[config.mk]
export PLATFORM = sky130hd
export DESIGN_NAME = wildcard_byte_pattern_scan_unit_flat
export DESIGN_NICKNAME = d
export VERILOG_FILES = /design/src/rtl/wbps_pkg.sv /design/src/rtl/wbps_if.sv /design/src/rtl/wbps_front.sv /design/src/rtl/wbps_queue.sv /design/src/rtl/wbps_back.sv /design/src/rtl/wildcard_byte_pattern_scan_unit.sv /design/src/flat_wrapper.sv
export SDC_FILE = /design/constraint.sdc
export NUM_CORES = 2
export LEC_CHECK = 0
export BUFFER_PORTS_ARGS = -buffer_cell sky130_fd_sc_hd__buf_2
export CAP_MARGIN = 25
export CORE_ASPECT_RATIO = 1.5
export CORE_MARGIN = 2
export CORE_UTILIZATION = 35
export CTS_BUF_LIST = sky130_fd_sc_hd__clkbuf_16
export CTS_CLUSTER_SIZE = 25
export DETAILED_ROUTE_END_ITERATION = 7
export PLACE_DENSITY = 0.56
export REMOVE_ABC_BUFFERS = 1
export SYNTH_ARGS = -nofsm -noshare
export SYNTH_HDL_FRONTEND = slang
export SYNTH_SLANG_ARGS = --single-unit
[constraint.sdc]
create_clock -name clock -period 11.9 [get_ports clock]
set_input_delay 0.595 -clock clock [delete_from_list [all_inputs] [get_ports clock]]
set_output_delay 0.595 -clock clock [all_outputs]
set_load 0.02 [all_outputs]
[src/rtl/wbps_pkg.sv]
package wbps_pkg;

   localparam int MaxPattern   = 16;
   localparam int OffsetBits   = 32;
   localparam int AddrBits     = 64;
   localparam int CsrDataBits  = 64;
   localparam int CsrIndexBits = 3;
   localparam int LenBits      = $clog2(MaxPattern + 1);
   localparam int PatIdxBits   = $clog2(MaxPattern);
   localparam int QueueDepth   = 4;
   localparam int QueuePtrBits = $clog2(QueueDepth);
   localparam int QueueFillBits = $clog2(QueueDepth + 1);

   typedef enum logic [CsrIndexBits-1:0] {
      CSR_PATTERN_LOW    = 3'd0,
      CSR_PATTERN_HIGH   = 3'd1,
      CSR_CARE_MASK      = 3'd2,
      CSR_PATTERN_LENGTH = 3'd3,
      CSR_BASE_ADDRESS   = 3'd4
   } csr_index_type;

   typedef struct packed {
      logic [8*MaxPattern-1:0] pattern;
      logic [MaxPattern-1:0]   care_mask;
      logic [LenBits-1:0]      length;
   } scan_cfg_type;

   typedef struct packed {
      logic                  found;
      logic [OffsetBits-1:0] offset;
   } scan_entry_type;

   typedef struct packed {
      logic                     full;
      logic                     empty;
      logic [QueueFillBits-1:0] fill;
   } queue_status_type;

endpackage

[src/rtl/wbps_if.sv]
interface wbps_req_if;
   logic       valid;
   logic       ready;
   logic [7:0] data_byte;
   logic       last;

   modport source (output valid, output data_byte, output last, input ready);
   modport sink   (input valid, input data_byte, input last, output ready);
endinterface

interface wbps_rsp_if;
   logic        valid;
   logic        ready;
   logic        match_found;
   logic [63:0] match_address;

   modport source (output valid, output match_found, output match_address, input ready);
   modport sink   (input valid, input match_found, input match_address, output ready);
endinterface

[src/rtl/wbps_front.sv]
module wbps_front (
   input  logic                         clock,
   input  logic                         reset,
   wbps_req_if.sink                     req_bus,
   input  wbps_pkg::scan_cfg_type       cfg,
   input  wbps_pkg::queue_status_type   q_status,
   output logic                         push,
   output wbps_pkg::scan_entry_type     entry
);
   import wbps_pkg::*;

   logic [7:0]            window_ff [MaxPattern];
   logic [7:0]            window_in [MaxPattern];
   logic [OffsetBits-1:0] count_ff;
   logic [OffsetBits-1:0] count_in;
   logic [OffsetBits-1:0] count_next;
   logic [OffsetBits-1:0] len_ext;
   logic [PatIdxBits-1:0] pat_idx [MaxPattern];
   logic [MaxPattern-1:0] mismatch;

   assign req_bus.ready = !q_status.full;
   assign push          = req_bus.valid && req_bus.ready;
   assign len_ext       = {{(OffsetBits-LenBits){1'b0}}, cfg.length};

   // hold the count at its maximum once saturated
   assign count_next = (&count_ff) ? count_ff : count_ff + 1'b1;
   assign count_in   = req_bus.last ? '0 : count_next;

   always_comb begin
      window_in[0] = req_bus.data_byte;
      for (int j = 1; j < MaxPattern; j++) begin
         window_in[j] = window_ff[j-1];
      end
   end

   // window entry j lines up with pattern byte length-1-j
   always_comb begin
      for (int j = 0; j < MaxPattern; j++) begin
         pat_idx[j]  = PatIdxBits'(cfg.length - LenBits'(1) - LenBits'(j));
         mismatch[j] = (LenBits'(j) < cfg.length) && cfg.care_mask[pat_idx[j]] &&
                       (window_in[j] != cfg.pattern[pat_idx[j]*8 +: 8]);
      end
   end

   assign entry.found  = (count_next >= len_ext) && (mismatch == '0);
   assign entry.offset = count_next - len_ext;

   always_ff @(posedge clock) begin
      if (reset) begin
         count_ff <= '0;
         for (int j = 0; j < MaxPattern; j++) begin
            window_ff[j] <= '0;
         end
      end else if (push) begin
         count_ff <= count_in;
         // drop the window after the final byte of an image
         for (int j = 0; j < MaxPattern; j++) begin
            window_ff[j] <= req_bus.last ? '0 : window_in[j];
         end
      end
   end

endmodule

[src/rtl/wbps_queue.sv]
module wbps_queue (
   input  logic                         clock,
   input  logic                         reset,
   input  logic                         push,
   input  wbps_pkg::scan_entry_type     push_entry,
   input  logic                         pop,
   output wbps_pkg::scan_entry_type     head,
   output wbps_pkg::queue_status_type   status
);
   import wbps_pkg::*;

   scan_entry_type           slot_ff [QueueDepth];
   logic [QueuePtrBits-1:0]  wr_ptr_ff;
   logic [QueuePtrBits-1:0]  rd_ptr_ff;
   logic [QueueFillBits-1:0] fill_ff;
   logic [QueueFillBits-1:0] fill_in;

   assign head         = slot_ff[rd_ptr_ff];
   assign status.fill  = fill_ff;
   assign status.full  = (fill_ff == QueueFillBits'(QueueDepth));
   assign status.empty = (fill_ff == '0);

   always_comb begin
      fill_in = fill_ff;
      if (push && !pop) begin
         fill_in = fill_ff + 1'b1;
      end else if (pop && !push) begin
         fill_in = fill_ff - 1'b1;
      end
   end

   always_ff @(posedge clock) begin
      if (push) begin
         slot_ff[wr_ptr_ff] <= push_entry;
      end
   end

   always_ff @(posedge clock) begin
      if (reset) begin
         wr_ptr_ff <= '0;
         rd_ptr_ff <= '0;
         fill_ff   <= '0;
      end else begin
         fill_ff <= fill_in;
         if (push) begin
            wr_ptr_ff <= wr_ptr_ff + 1'b1;
         end
         if (pop) begin
            rd_ptr_ff <= rd_ptr_ff + 1'b1;
         end
      end
   end

endmodule

[src/rtl/wbps_back.sv]
module wbps_back (
   input  logic                         clock,
   input  logic                         reset,
   input  logic [wbps_pkg::AddrBits-1:0] base_address,
   input  wbps_pkg::scan_entry_type     head,
   input  wbps_pkg::queue_status_type   q_status,
   output logic                         pop,
   wbps_rsp_if.source                   rsp_bus
);
   import wbps_pkg::*;

   logic                valid_ff;
   logic                valid_in;
   logic                found_ff;
   logic                found_in;
   logic [AddrBits-1:0] addr_ff;
   logic [AddrBits-1:0] addr_in;

   // advance when the output register is free or being drained
   assign pop      = !q_status.empty && (!valid_ff || rsp_bus.ready);
   assign found_in = head.found && (base_address != '0);
   assign addr_in  = found_in ?
                     base_address + {{(AddrBits-OffsetBits){1'b0}}, head.offset} : '0;

   always_comb begin
      valid_in = valid_ff;
      if (pop) begin
         valid_in = 1'b1;
      end else if (rsp_bus.ready) begin
         valid_in = 1'b0;
      end
   end

   always_ff @(posedge clock) begin
      if (reset) begin
         valid_ff <= 1'b0;
      end else begin
         valid_ff <= valid_in;
      end
   end

   always_ff @(posedge clock) begin
      if (pop) begin
         found_ff <= found_in;
         addr_ff  <= addr_in;
      end
   end

   assign rsp_bus.valid         = valid_ff;
   assign rsp_bus.match_found   = found_ff;
   assign rsp_bus.match_address = addr_ff;

endmodule

[src/rtl/wildcard_byte_pattern_scan_unit.sv]
// Accepted beats are queued, then registered at the output. Throughput: one
// byte per cycle while the queue has room; the front compares the whole window
// at once; a four-entry queue feeds a registered address adder at the back.
// Reset (synchronous, active high): window and offset count clear, queue and
// output empty, registers return to zero and pattern length to one.
module wildcard_byte_pattern_scan_unit (
   input  logic                              clock,
   input  logic                              reset,
   wbps_req_if.sink                          req_bus,
   wbps_rsp_if.source                        rsp_bus,
   input  logic                              csr_write_enable,
   input  logic [wbps_pkg::CsrIndexBits-1:0] csr_index,
   input  logic [wbps_pkg::CsrDataBits-1:0]  csr_write_data
);
   import wbps_pkg::*;

   logic [63:0]           pattern_low_ff;
   logic [63:0]           pattern_high_ff;
   logic [MaxPattern-1:0] care_mask_ff;
   logic [4:0]            pattern_length_ff;
   logic [AddrBits-1:0]   base_address_ff;
   logic [LenBits-1:0]    eff_length;

   scan_cfg_type     cfg;
   scan_entry_type   push_entry;
   scan_entry_type   head;
   queue_status_type q_status;
   logic             push;
   logic             pop;

   always_ff @(posedge clock) begin
      if (reset) begin
         pattern_low_ff    <= '0;
         pattern_high_ff   <= '0;
         care_mask_ff      <= '0;
         pattern_length_ff <= 5'd1;
         base_address_ff   <= '0;
      end else if (csr_write_enable) begin
         unique case (csr_index_type'(csr_index))
            CSR_PATTERN_LOW:    pattern_low_ff    <= csr_write_data;
            CSR_PATTERN_HIGH:   pattern_high_ff   <= csr_write_data;
            CSR_CARE_MASK:      care_mask_ff      <= csr_write_data[MaxPattern-1:0];
            CSR_PATTERN_LENGTH: pattern_length_ff <= csr_write_data[4:0];
            CSR_BASE_ADDRESS:   base_address_ff   <= csr_write_data;
            default: ;
         endcase
      end
   end

   // clamp length to 1..MaxPattern
   always_comb begin
      if (pattern_length_ff == '0) begin
         eff_length = LenBits'(1);
      end else if (pattern_length_ff > 5'(MaxPattern)) begin
         eff_length = LenBits'(MaxPattern);
      end else begin
         eff_length = LenBits'(pattern_length_ff);
      end
   end

   assign cfg.pattern   = {pattern_high_ff, pattern_low_ff};
   assign cfg.care_mask = care_mask_ff;
   assign cfg.length    = eff_length;

   wbps_front u_front (
      .clock    (clock),
      .reset    (reset),
      .req_bus  (req_bus),
      .cfg      (cfg),
      .q_status (q_status),
      .push     (push),
      .entry    (push_entry)
   );

   wbps_queue u_queue (
      .clock      (clock),
      .reset      (reset),
      .push       (push),
      .push_entry (push_entry),
      .pop        (pop),
      .head       (head),
      .status     (q_status)
   );

   wbps_back u_back (
      .clock        (clock),
      .reset        (reset),
      .base_address (base_address_ff),
      .head         (head),
      .q_status     (q_status),
      .pop          (pop),
      .rsp_bus      (rsp_bus)
   );

   a_no_match_zero_addr: assert property (@(posedge clock) disable iff (reset)
      rsp_bus.valid && !rsp_bus.match_found |-> rsp_bus.match_address == '0)
      else $error("address nonzero on a beat without a match");

   a_zero_base_silent: assert property (@(posedge clock) disable iff (reset)
      rsp_bus.valid && rsp_bus.match_found |-> base_address_ff != '0)
      else $error("match reported with zero base address");

   a_queue_bound: assert property (@(posedge clock) disable iff (reset)
      q_status.full |-> !push && q_status.fill == QueueFillBits'(QueueDepth))
      else $error("queue written while full");

   a_push_fill: assert property (@(posedge clock) disable iff (reset)
      push && !pop |=> q_status.fill == $past(q_status.fill) + 1'b1)
      else $error("queue fill count lost a beat");

endmodule

[src/flat_wrapper.sv]
// flat-port wrapper written by rule: the top's interface ports become plain ports
module wildcard_byte_pattern_scan_unit_flat import wbps_pkg::*;
  (clock, reset, csr_write_enable, csr_index, csr_write_data, req_bus_valid, req_bus_data_byte, req_bus_last, req_bus_ready, rsp_bus_valid, rsp_bus_match_found, rsp_bus_match_address, rsp_bus_ready);
  wbps_req_if req_bus_i ();
  wbps_rsp_if rsp_bus_i ();
  input  logic clock;
  input  logic reset;
  input  logic csr_write_enable;
  input  logic [wbps_pkg::CsrIndexBits-1:0] csr_index;
  input  logic [wbps_pkg::CsrDataBits-1:0] csr_write_data;
  input wire logic [$bits(req_bus_i.valid)-1:0] req_bus_valid;
  input wire logic [$bits(req_bus_i.data_byte)-1:0] req_bus_data_byte;
  input wire logic [$bits(req_bus_i.last)-1:0] req_bus_last;
  output wire logic [$bits(req_bus_i.ready)-1:0] req_bus_ready;
  output wire logic [$bits(rsp_bus_i.valid)-1:0] rsp_bus_valid;
  output wire logic [$bits(rsp_bus_i.match_found)-1:0] rsp_bus_match_found;
  output wire logic [$bits(rsp_bus_i.match_address)-1:0] rsp_bus_match_address;
  input wire logic [$bits(rsp_bus_i.ready)-1:0] rsp_bus_ready;
  assign req_bus_i.valid = req_bus_valid;
  assign req_bus_i.data_byte = req_bus_data_byte;
  assign req_bus_i.last = req_bus_last;
  assign req_bus_ready = req_bus_i.ready;
  assign rsp_bus_valid = rsp_bus_i.valid;
  assign rsp_bus_match_found = rsp_bus_i.match_found;
  assign rsp_bus_match_address = rsp_bus_i.match_address;
  assign rsp_bus_i.ready = rsp_bus_ready;
  wildcard_byte_pattern_scan_unit u_core (.clock(clock), .reset(reset), .req_bus(req_bus_i), .rsp_bus(rsp_bus_i), .csr_write_enable(csr_write_enable), .csr_index(csr_index), .csr_write_data(csr_write_data));
endmodule
======== Yosys cells after proc, flatten, opt, wreduce, memory -nomap -nowiden ========
Memories as Yosys holds them, arrays and structs flattened. A register that Yosys moved wholly into a read port is not among the register bits.
Cells that the tools add are included.
W data, S select, Z words.
word-level totals
  register bits ........................... 318
  bits in writable memories ............... 260
  input port bits ......................... 81
  output and inout bits ................... 67
  word-level logic and storage cells ...... 261
  memories ................................ 2
cells by class
  $add $sub $neg .......................... 23
  $lt $le $gt $ge ......................... 34
  equality and inequality tests ........... 21
  shift-type cells ........................ 16
  mux-type cells .......................... 80
  bitwise operators ....................... 16
  reductions and logical operators ........ 57
memory list
  name                      depth  bits a word  read ports  clocked after Yosys merged registers in  write ports  RTL line          source
  u_core.u_queue.slot_ff    4      33           1           1                                        1            wbps_queue.sv:12  scan_entry_type slot_ff [QueueDepth];
  u_core.u_front.window_ff  16     8            15          0                                        16           wbps_front.sv:12  logic [7:0] window_ff [MaxPattern];
operators with widths
  kind                     number
  $shiftx A128 B8 Y8       16
  $mux W8                  32
  $ne A8 B8 Y1             16
  $lt A4 B5 Y1 const B     16
  $add A64 B32 Y64         1
  $bmux W1 S4              16
  $mux W32                 2
  $reduce_bool A64 Y1      1
  $lt A4 B5 Y1 const A     8
  $logic_and A1 B1 Y1      38
  $add A32 B1 Y32 const B  1
  $ge A32 B5 Y1            1
  $reduce_and A32 Y1       1
  $sub A32 B5 Y32          1
  $sub A4 B4 Y4 const B    8
  $mux W1                  24
  $lt A3 B5 Y1 const A     4
  $logic_not A16 Y1        1
  $or A1 B1 Y1             16
  $sub A4 B3 Y4 const B    4
  $lt A1 B5 Y1 const A     2
  $lt A2 B5 Y1 const A     2
  $mux W5                  2
  $reduce_and A2 Y1        5
  16 further kinds         29

======== Longest topological paths before layout ========
  depth in word-level cells ............... 11
  gate-level depth with buffers ........... 24
  gate-level depth less buffers ........... 17

======== Cells and area by module ========
Synthesis repeated with hierarchy kept, for this count alone.
second synthesis, totals
  cells, all modules ...................... 3,242
  area total of the unflattened synthesis .. 34,669.5 sq um
by module, submodules not included
  module                           instances  cells an instance  area each (sq um)  sequential area each (sq um)
  wbps_front                       1          1,715              15,985.3           4,244.1
  wildcard_byte_pattern_scan_unit  1          774                8,478.1            4,264.1
  wbps_queue                       1          217                5,237.5            4,144.0
  wbps_back                        1          536                4,968.5            1,971.9

======== Worst setup path before layout ========
Ideal clock, no wire load.
  path type ............................... flip-flop to flip-flop
  start point ............................. register u_core.pattern_length_ff[4]
  end point ............................... memory u_core.u_queue.slot_ff[0][32] in the netlist's numbering (data pin)
  library setup time ...................... 0.206 ns
  arrival time ............................ 5.982 ns
  data required time ...................... 11.694 ns
  path slack .............................. 5.712 ns
  cell stages (with the launch flop) ...... 21
  path buffers ............................ 5
  period minus slack after synthesis ...... 6.188 ns
  cell sequence ........................... dfxtp_1 -> buf_2 -> inv_2 -> nand2_1 -> clkbuf_1 -> buf_1 -> ha_1 -> xnor2_2 -> inv_1 -> buf_2 -> clkbuf_1 -> ha_1 -> inv_1 -> xnor2_1 -> mux4_2 -> xor2_1 -> nor4_1 -> a21oi_1 -> a2111oi_2 -> nand4_1 -> nor4_2
RTL lines
  item                    RTL line                               source
  start, declared         wildcard_byte_pattern_scan_unit.sv:20  logic [4:0] pattern_length_ff;
  start signal, assigned  wildcard_byte_pattern_scan_unit.sv:43  CSR_PATTERN_LENGTH: pattern_length_ff <= csr_write_data[4:0];
  end, declared           wbps_queue.sv:12

==> impl_metrics.py <==
metrics = {
    "finish": {
        "multi_input_area_sq_mm": 0.01754,
        "final_net_count": 3249,
        "seqCellArea_sq_mm": 0.01463,
        "post-route-cell-area_sq_mm": 0.03673,
        "syn_to_final_growth_pct": 11.13,
        "post_route_cells_drive_above_1_share_pct": 17.82,
        "finalCoreUtilization_pct": 39.10,
        "num-fill-cells": 9285,
    },
    "global_route": {
        "globalRouteMet1Util_pct": 26.77,
        "grt_first_pass_wirelength_um": 167900,
        "grt_usage_pct": 23.68,
        "use_met3_pct": 3.626,
        "layer_with_the_highest_usage_after_global_routing": "met2",
        "globalRoute.totalOverflow": 0,
        "global_route.usage.met2_pct": 41.79,
        "first_global_vias": 24560,
        "grt_start_max_net_pins": 93,
        "antenna_found_initial": 15,
    },
    "route": {
        "final_routed_drc_violation_total": 0,
        "vias_per_cell": 5.745,
        "num_vias": 25400,
        "detail_route.iter0.violations": 2056,
        "postRouteWirelength_um": 116100,
        "detail_route.first_pass.iterations": 7,
        "detail_route.wl_per_cell_um": 26.27,
        "drt_antenna_net_count": 0,
    },
    "timing": {
        "fin_crit_ps": 7252,
        "highest_attainable_clock_frequency_mhz": 137.9,
        "min_period_over_period_pct": 60.94,
        "hold_viol": 0,
        "fin_hold_ws_ps": 206.0,
        "finClkSkew_ps": 26.63,
        "grt_setup_unrepaired": "false",
        "timing_max_transition_violations_final": 0,
        "worst_pin_slew_ps": 1040,
        "fin_setup_tns_ps": 0,
        "maxSlewHeadroom_pct": 30.14,
        "setup-violations-final": 0,
    },
    "placed_design": {
        "gp_congestion": 1.020,
        "dpl_cell_area_sq_mm": 0.03498,
        "io_buffer_count": 147,
        "dp_hpwl_um": 88630,
    },
    "floorplan": {
        "floorplan.io_pins": 148,
        "die_area_sq_mm": 0.09695,
        "num_rows": 138,
        "placeable_area_sq_mm": 0.09393,
        "starting_density_of_the_core_pct": 35.18,
        "chipHeight_um": 380.4,
        "chipWidth_um": 254.9,
    },
    "logic_synthesis": {
        "synth-async-reset-ratio_pct": 0,
        "syn_area_per_cell_sq_um": 10.78,
        "ff_latch_count_synth": 572,
        "dominant_cells_by_area_after_synthesis": "edfxtp_1 (29%), mux4_2 (16%), dfxtp_1 (15%), nand2_1 (5.7%), a21oi_1 (4.5%)",
        "syn-cell-area_sq_mm": 0.03305,
        "synth.lib_cells_used.distinct": 73,
        "post_synth_inst_count": 3067,
        "synth_sequential_area_ratio_pct": 44.25,
        "largest_area_contributor_in_the_synthesized_netlist": "edfxtp_1",
        "synth_enable_flop_cells": 317,
        "synthMostInstantiatedCell": "nand2_1",
        "synth_top_area_share_pct": 28.80,
        "most_used_dff_post_synth": "edfxtp_1",
        "leading_post_synthesis_cells_by_instance_count": "nand2_1 (506), edfxtp_1 (317), a21oi_1 (299)",
        "synth.yosys.warnings": 0,
    },
    "pwr": {
        "cellPowerDensity_mw_per_mm2": 155.2,
        "power.static_leakage_nw": 13.18,
        "worst_ir_drop_vdd_mv": 0.1714,
    },
    "min_path": {
        "worstHoldPathType": "input port to flip-flop",
    },
    "clock_tree": {
        "later_pin_clock_latency_in_the_skew_report_ps": 660,
        "postCtsSetupRepairBufs": 0,
        "cts-root-to-sink-buffers": 3,
        "cts-hold-fix-buffers": 0,
        "cts_tree": "yes",
        "postCtsResizedCells": 0,
        "cts_made_buffers": 57,
        "cts_htree_levels": 2,
        "cts.root.buffer_cell": "clkbuf_16",
        "clkSinkCount": 572,
        "clkTransAtPathRegs_ps": 70,
    },
    "setup_path": {
        "worst_setup_path_start_kind": "flip-flop",
        "worstSetupPathType": "flip-flop to flip-flop",
        "worst-endpoint-arrival_ps": 7610,
        "worst-path-max-fanout": 37,
        "cp.required_ps": 12260,
        "worstSetupEndpointType": "flip-flop",
    },
    "run_status": {
        "status": "complete, no violations",
    },
    "job": {
        "reported_max_cap_violation_count": 0,
    },
}
layout make-up:
type                    instances  share of cell area (%)
multi-input cells            2248                   47.75
flip-flops and latches        572                   39.82
well taps                    1260                   4.292
clock buffers                  59                   4.020
repair buffers                194                   2.984
clock inverters                46                  0.6950
inverters                      40                  0.4224
diodes                          2                 0.01363
kinds of logic after synthesis:
kind of cell / count (synthesis) / synth area share (%)
mux: 331 / 18.91
fa+ha+maj: 55 / 2.150
flops: 572 / 44.25
compound gates: 551 / 10.12
buf+inv: 247 / 2.960
xor+xnor: 252 / 6.701
simple gates: 1059 / 14.90
where the power goes:
| group | internal (mW) | switching (mW) |
|---|---|---|
| sequential | 2.42 | 0.154 |
| combinational | 0.474 | 0.915 |
| clock | 0.916 | 0.824 |
flip-flops by register name (all words and copies together), names as in the netlist, named ones only:
name,count
u_core.u_queue.slot_ff,132
u_core.u_front.window_ff,120
u_core.base_address_ff,64
u_core.pattern_high_ff,64
u_core.pattern_low_ff,64
u_core.u_back.rsp_bus.match_address,64
u_core.u_front.count_ff,32
u_core.care_mask_ff,16
u_core.pattern_length_ff,5
u_core.u_queue.fill_ff,3
u_core.u_queue.rd_ptr_ff,2
u_core.u_queue.wr_ptr_ff,2
u_core.u_back.rsp_bus.match_found,1
u_core.u_back.rsp_bus.valid,1
per-stage QoR:
stage          worst slack (ps)  power (mW)  std cells
2_1_floorplan              2546       3.447       2860
5_1_grt                    4220       5.923       4420
3_3_place_gp               4336       3.999       4310
4_1_cts                    4657       5.743       4418
3_5_place_dp               4673       4.004       4313
6_report                   4648       5.700       4421
routing by layer:
metal	part of all wire [%]	up-vias	wire (um)
met5	0.14	-	158
met3	5.3	299	6149
met4	7.1	24	8228
li1	-	11500	-
met2	51	845	59300
met1	36	12730	42280
critical path, cell delays in order, from the launching register on:
cell and delay [ps]:
dfxtp_1 520, or4_4 660, nand2_4 510, inv_4 390, ha_2 320, xnor2_2 130
buf_4 240, inv_1 90, buf_4 350, ha_1 400, inv_1 140, xnor2_1 490
buf_4 280, mux4_2 520, xor2_1 160, nor4_1 400, a21oi_1 150, a2111oi_2 470
nand4_1 170, nor4_2 550
path summary, 6_finish.rpt:
path                                             startpoint                            end  slack [ps]  cells past startpoint
worst min-delay path                     csr_write_data[18]     u_core.pattern_high_ff[18]         210                      3
worst max-delay path            u_core.pattern_length_ff[4]  u_core.u_queue.slot_ff[3][32]        4650                     19
worst max register to register  u_core.pattern_length_ff[4]  u_core.u_queue.slot_ff[3][32]        4650                     19
worst min register to register   u_core.base_address_ff[25]     u_core.base_address_ff[25]         480                      2
layout by cell type, fill, tap and decap left out, drive strengths merged, types with 60 or more instances in the layout:
cell type / count
a21oi: 299
and3: 113
buf: 193
clkbuf: 60
dfxtp: 255
edfxtp: 317
mux2i: 89
mux4: 234
nand2: 507
nor2: 155
o21ai: 62
xnor2: 168
xor2: 84
(Power assumes the default switching activity.)
